$ cat src/rtl/pfa_pkg.sv
// pfa_pkg: shared types and constants of the page frame allocator
// status codes, bitmap word geometry, reset base address, encoder result type
`timescale 1ns / 1ps

package pfa_pkg;

    localparam int WORD_BITS  = 64;
    localparam int WORD_SHIFT = 6;

    localparam logic [31:0] BASE_RESET = 32'h0400_0000;

    localparam logic [2:0] ST_OK     = 3'd0;
    localparam logic [2:0] ST_OOM    = 3'd1;
    localparam logic [2:0] ST_ABOVE  = 3'd2;
    localparam logic [2:0] ST_DOUBLE = 3'd3;
    localparam logic [2:0] ST_BELOW  = 3'd4;

    typedef struct packed {
        logic                  found;
        logic [WORD_SHIFT-1:0] pos;
    } lz_res_t;

endpackage

$ cat src/rtl/pfa_lzero.sv
// pfa_lzero: shared lowest-zero-bit finder over one 64-bit bitmap word
// depends on pfa_pkg
`timescale 1ns / 1ps

module pfa_lzero (
    input  logic [pfa_pkg::WORD_BITS-1:0] word,
    output pfa_pkg::lz_res_t              res
);

    always_comb begin
        res.found = 1'b0;
        res.pos   = '0;
        for (int i = pfa_pkg::WORD_BITS - 1; i >= 0; i--) begin
            if (!word[i]) begin
                res.found = 1'b1;
                res.pos   = pfa_pkg::WORD_SHIFT'(i);
            end
        end
    end

endmodule

$ cat config.mk
export PLATFORM = sky130hd
export DESIGN_NAME = pfa_lzero
export DESIGN_NICKNAME = d
export VERILOG_FILES = /design/src/rtl/pfa_pkg.sv /design/src/rtl/pfa_lzero.sv
export SDC_FILE = /design/constraint.sdc
export NUM_CORES = 1
export LEC_CHECK = 0
export ABC_CLOCK_PERIOD_IN_PS = 2400
export BUFFER_PORTS_ARGS = -buffer_cell sky130_fd_sc_hd__buf_2
export CORE_ASPECT_RATIO = 1.2
export CORE_MARGIN = 2
export CORE_UTILIZATION = 40
export DETAILED_ROUTE_END_ITERATION = 12
export PLACE_DENSITY_LB_ADDON = 0.3
export RECOVER_POWER = 100
export SETUP_SLACK_MARGIN = 0.5
export SYNTH_ARGS = -nofsm -noshare
export SYNTH_HDL_FRONTEND = slang
export SYNTH_SLANG_ARGS = --single-unit
$ cat constraint.sdc
create_clock -name vclk -period 2.4
set_input_delay 0.24 -clock vclk [all_inputs]
set_output_delay 0.24 -clock vclk [all_outputs]
set_load 0.05 [all_outputs]
======== Word level (Yosys, flattened, before mapping) ========
Index checks and enable logic that the tools add are counted.
cells by class
  mux-type cells .......................... 64
operators with widths
  operator          number
  2-to-1 mux 7 bit  64
storage, ports and cells
  register bits ........................... 0
  input bits .............................. 64
  output and inout port bits .............. 7
  word-level logic and storage cells ...... 64

======== Longest topological paths before layout ========
Gate-level depths: netlist (run 1).
  word-level depth ........................ 64
  gate-level depth with buffers ........... 5
  gate-level depth less buffers ........... 5

======== Worst setup path after synthesis (run 1) ========
OpenSTA, ideal clock, no wires.
  kind .................................... input to output
  from .................................... input port word[48] in the netlist's numbering
  to ...................................... output port res[3] in the netlist's numbering
  arrival ................................. 1.631 ns
  data required time ...................... 2.160 ns
  setup slack ............................. 0.529 ns
  stages .................................. 5
  buffers on the path ..................... 0
  path through ............................ and4_1 o211ai_1 a211oi_1 o31ai_1 a21boi_1
RTL lines
  item         RTL line        source
  from (decl)  pfa_lzero.sv:6  input logic [pfa_pkg::WORD_BITS-1:0] word,
  to (decl)    pfa_lzero.sv:7  output pfa_pkg::lz_res_t res

==> flow_summary.yaml, run 1 <==
timing:
  rsz0062_at_grt: "false"
  fin_crit_sh_pct: 82.7
  slew_violations: 0
  fin_setup_tns_ns: 0
  finalCriticalPeriod_ns: 1.98
  slew-limit-headroom_pct: 58.8
  worst_pin_slew_ns: 0.613
  setup_viol: 0
  fmax_mhz: 504
  finalHoldViolations: 0
place:
  dp_cells: 244
  post-dp-hpwl_mm: 2.60
  port_buffers: 71
  gp_congestion: 0.806
pwr:
  p_sw_share_pct: 58.5
  pwr-share-clk_pct: 0
  power_frac_seq_pct: 0
  p_sw_mw: 0.0940
  internal_power_mw: 0.0666
  leakage_nw: 0.540
  powerDensity_nw_per_um2: 130
  combPwrFrac_pct: 100.0
  vdd_drop_max_mv: 0.0691
setup_path:
  end_kind: "primary output"
  cp-start-kind: "input pin"
  cp_cell_sequence: "buf_2 > and4_1 > o211ai_1 > a211oi_1 > o31ai_1 > a21boi_1 > clkbuf_1"
  crit_path_max_fanout: 4
  cp_slowest_cell: "clkbuf_1"
  crit_type: "input pin to primary output"
  max_stage_delay_ns: 0.48
  crit_arrival_ns: 1.74
  required_ns: 2.16
global_routing:
  grt_pass1_vias: 1194
  grt_pass1_wl_mm: 4.49
  grt.overflow.total: 0
  grt_max_degree: 7
  track_usage_pct: 22.6
  antenna_found_initial: 0
drt:
  vias: 1429
  drt_iter0_drc: 32
  viasPerCell: 5.86
  drc: 0
  ant_nets: 0
  firstDrtPassIters: 4
  wl_per_cell_um: 12.2
  wirelength_mm: 2.98
logic_synthesis:
  avgSynthCellArea_um2: 5.99
  mappedNetlistArea_um2: 857
  syn-num-nets: 207
  yosysUniqueCellTypes: 32
  yosys_warnings: 0
  ys_seq_area_share_pct: 0
  synth_cells: 143
run:
  maxCapViolCount: 0
floorplan:
  die_x_um: 46.3
  die_y_um: 54.7
  rows: 18
  ios: 71
  core_area_um2: 2050
  start_util_pct: 41.8
  dieArea_um2: 2530
layout:
  fill_cells: 198
  drive_gt1_share_pct: 34.6
  postLayoutCoreUtil_pct: 60.1
  nClkBuffers: 0
  area_delta_synth_final_pct: 43.8
  antenna_cells: 0
  seq_area_um2: 0
  nNetsFinal: 280
  finalNonFillerCells: 244
  numSequentialCells: 0
hold_path:
  min_path_type: "input pin to primary output"
clock_network:
  post-cts-setup-buffers: 0
outcome:
  outcome: "completed"
[critical path: cells and delay by family]
kind | cells | cell delay, ns
compound gates | 4 | 0.68
simple gates | 1 | 0.24
buf+inv | 2 | 0.59
[worst paths after layout]
check / startpoint / slack (ns) / endpoint / depth (start not counted)
worst max-delay path: word[48] / 0.42 / res[3] / 7
worst min-delay path: word[1] / 1.02 / res[2] / 4
[repair_timing]
item	CTS	global route
endpoints found under the setup margin	0	1
hold buffers	0	0
resized for setup	0	1
[layout make-up]
cell class	count	area [µm²]	area share (%)
Multi-Input combinational cell	132	803	65.2
Timing Repair Buffer	71	350	28.4
Tap cell	30	37.5	3.05
Inverter	11	41.3	3.35
[cells in the mapped netlist]
library cell	number	share of area, %
nand2_1	20	8.8
nand4_1	19	14
nand3_1	12	7.0
inv_1	10	4.4
nor2_1	10	4.4
o21ai_0	9	5.3
a21oi_1	7	4.1
a211oi_1	5	4.4
a31oi_1	5	3.6
and4_1	4	4.1
nand2b_1	4	2.9
nor2b_1	4	2.9
a21boi_1	3	2.6
a21o_1	3	2.6
and3_1	3	2.2
nor3_1	3	1.8
a2111oi_2	2	3.5
a311oi_1	2	2.0
nor4_2	2	2.9
o2111ai_1	2	2.0
o211ai_1	2	1.8
o31ai_1	2	1.8
a21boi_0	1	0.88
a221oi_2	1	1.8
a31o_1	1	1.0
inv_2	1	0.44
nand4_2	1	1.5
nor4_1	1	0.73
o2111ai_2	1	1.8
o211ai_2	1	1.5
o21ai_1	1	0.58
o221ai_1	1	1.0
[power groups by stage]
stage	clock, mW	combinational (mW)	sequential (mW)
after floorplan	0	0.0617	0
after global placement	0	0.155	0
after detailed placement	0	0.159	0
after CTS	0	0.160	0
after global routing	0	0.178	0
final	0	0.161	0
[cells by family (layout without fill, tap and decap cells)]
logic type,after synthesis,after routing,synth area share [%]
AND/OR/NAND/NOR,83,83,53.0
buffers and inverters,11,82,4.82
AO/OA/AOI/OAI,49,49,42.2
[placed cells by master, fill, tap and decap left out, drive strengths merged]
| cell | n |
|---|---|
| o2111ai | 3 |
| a31o | 1 |
| and4 | 4 |
| nand2 | 20 |
| o31ai | 2 |
| nand3 | 12 |
| nor4 | 3 |
| a221oi | 1 |
| nor2b | 4 |
| a311oi | 2 |
| buf | 67 |
| a21o | 3 |
| o221ai | 1 |
| a21oi | 7 |
| nand4 | 20 |
| nand2b | 4 |
| a21boi | 4 |
| inv | 11 |
| o21ai | 10 |
| nor2 | 10 |
| nor3 | 3 |
| a2111oi | 2 |
| o211ai | 3 |
| and3 | 3 |
| clkbuf | 4 |
| a31oi | 5 |
| a211oi | 5 |
[metal layers]
layer	up-vias	wire length (µm)	track usage [%]
met3	4	148	0.330
met2	54	1530	44.7
met1	649	1270	27.2
met4	0	29	2.38
li1	722	-	-
met5	-	0	0
[through the flow]
step / area, µm² / total power [mW] / setup WS (ns) / hold slack [ns]
6_report: 1230 / 0.161 / 0.416 / 1.02
5_1_grt: 1230 / 0.178 / 0.300 / 1.05
4_1_cts: 1250 / 0.160 / 0.605 / 0.930
3_5_place_dp: 1250 / 0.159 / 0.618 / 0.928
3_3_place_gp: 1250 / 0.155 / 0.668 / 0.931
2_1_floorplan: 857 / 0.0617 / 0.529 / 0.738
Power figures use the tool's default switching activity.
==> run 2: changes to the inputs <==
Settings changed: ABC_CLOCK_PERIOD_IN_PS 2400 to 1950.
Clock period 2.4 ns to 1.95 ns, I/O delays scaled along.
==> flow_summary.yaml, run 2 (synthesis gave the netlist of run 1 again) <==
outcome:
  outcome: "completed"
floorplan:
  ios: 71
  die_y_um: 54.7
  rows: 18
  core_area_um2: 2050
  die_x_um: 46.3
  dieArea_um2: 2530
  start_util_pct: 41.8
drt:
  vias: 1707
  ant_nets: 0
  viasPerCell: 6.52
  firstDrtPassIters: 5
  wl_per_cell_um: 17.6
  drt_iter0_drc: 106
  drc: 0
  wirelength_mm: 4.62
place:
  post-dp-hpwl_mm: 2.71
  gp_congestion: 0.850
  port_buffers: 71
  postPlaceCellArea_um2: 1280
timing:
  slew_violations: 0
  rsz0062_at_grt: "true"
  fmax_mhz: 584
  slew-limit-headroom_pct: 75.0
  finalCriticalPeriod_ns: 1.71
  finalHoldViolations: 0
  setup_viol: 0
  worst_pin_slew_ns: 0.376
  fin_setup_tns_ns: 0
  fin_crit_sh_pct: 87.8
global_routing:
  grt_pass1_vias: 1466
  grt.overflow.total: 0
  track_usage_pct: 32.4
  grt_max_degree: 7
  grt_pass1_wl_mm: 6.20
  antenna_found_initial: 0
layout:
  seq_area_um2: 0
  nNetsFinal: 298
  numSequentialCells: 0
  layout.cell_area.non_filler_um2: 1800
  nClkBuffers: 0
  antenna_cells: 0
  drive_gt1_share_pct: 51.7
  final_cell_mix: "buf_6, buf_2, buf_4"
  area_delta_synth_final_pct: 110
  final_common_cell: "buf_6"
setup_path:
  max_stage_delay_ns: 0.30
  cp-start-kind: "input pin"
  cp_slowest_cell: "o31ai_2"
  crit_path_max_fanout: 4
  required_ns: 1.75
  crit_arrival_ns: 1.52
  cp_cell_sequence: "buf_4 > and4_4 > nor2_1 > o31ai_2 > o211ai_1 > a21oi_4 > clkbuf_2"
  crit_type: "input pin to primary output"
  end_kind: "primary output"
pwr:
  powerDensity_nw_per_um2: 165
  leakage_nw: 0.749
  vdd_drop_max_mv: 0.148
hold_path:
  min_path_type: "input pin to primary output"
run:
  maxCapViolCount: 0
run 2: changes by cell type in the layout (fill, tap and decap cells not counted), sizes merged:
cell and change:
clkbuf -2, buf +20
run 2: where the power goes:
group,total [mW],leakage (nW),switching [mW],internal (mW)
clock network,0,0,0,0
logic,0.297,0.749,0.150,0.147
registers,0,0,0,0
total,0.297,0.749,0.150,0.147
run 2: what timing repair did:
| item | CTS | global route |
|---|---|---|
| endpoints found under the setup margin | 7 | 7 |
| hold buffers | 0 | 0 |
| buffers inserted | 9 | 9 |
| gates resized for setup | 59 | 25 |
| pin swaps | 22 | 23 |
| cloned | 0 | 0 |
run 2: worst max-delay path, delay by kind of cell:
family	cells	cell delay [ns]
buffers and inverters	2	0.39
AO/OA/AOI/OAI	3	0.62
AND/OR/NAND/NOR	2	0.30
run 2: cell type report:
| class | instances | area [µm²] |
|---|---|---|
| inverter | 11 | 41.3 |
| tap | 30 | 37.5 |
| timing repair buffer | 89 | 737 |
| fill | 106 | 251 |
| multi-input combinational | 132 | 982 |
run 2: path summary, 6_finish.rpt:
kind      from      to  slack, ns  cells past startpoint
max   word[48]  res[2]       0.24                      7
min    word[1]  res[1]       0.84                      4
run 2: per-stage QoR:
| stage | instances | worst slack [ns] | util, % | total power [mW] | hold slack (ns) |
|---|---|---|---|---|---|
| after floorplan | 143 | 0.446 | - | 0.0791 | 0.594 |
| after global placement | 244 | 0.250 | 62.6 | 0.194 | 0.864 |
| after global routing | 262 | 0.170 | 87.7 | 0.314 | 0.853 |
| final | 262 | 0.238 | 87.7 | 0.297 | 0.839 |
| after detailed placement | 244 | 0.229 | 62.6 | 0.201 | 0.859 |
| after CTS | 253 | 0.380 | 80.2 | 0.258 | 0.825 |
run 2: layer usage:
| layer | share of wire, % | wire, µm | up-vias | track usage (%) |
|---|---|---|---|---|
| li1 | - | - | 757 | - |
| met2 | 52 | 2420 | 135 | 64.4 |
| met3 | 8.6 | 396 | 34 | 2.31 |
| met1 | 33 | 1550 | 781 | 33.7 |
| met5 | 0 | 0 | - | 0 |
| met4 | 5.7 | 263 | 0 | 13.3 |
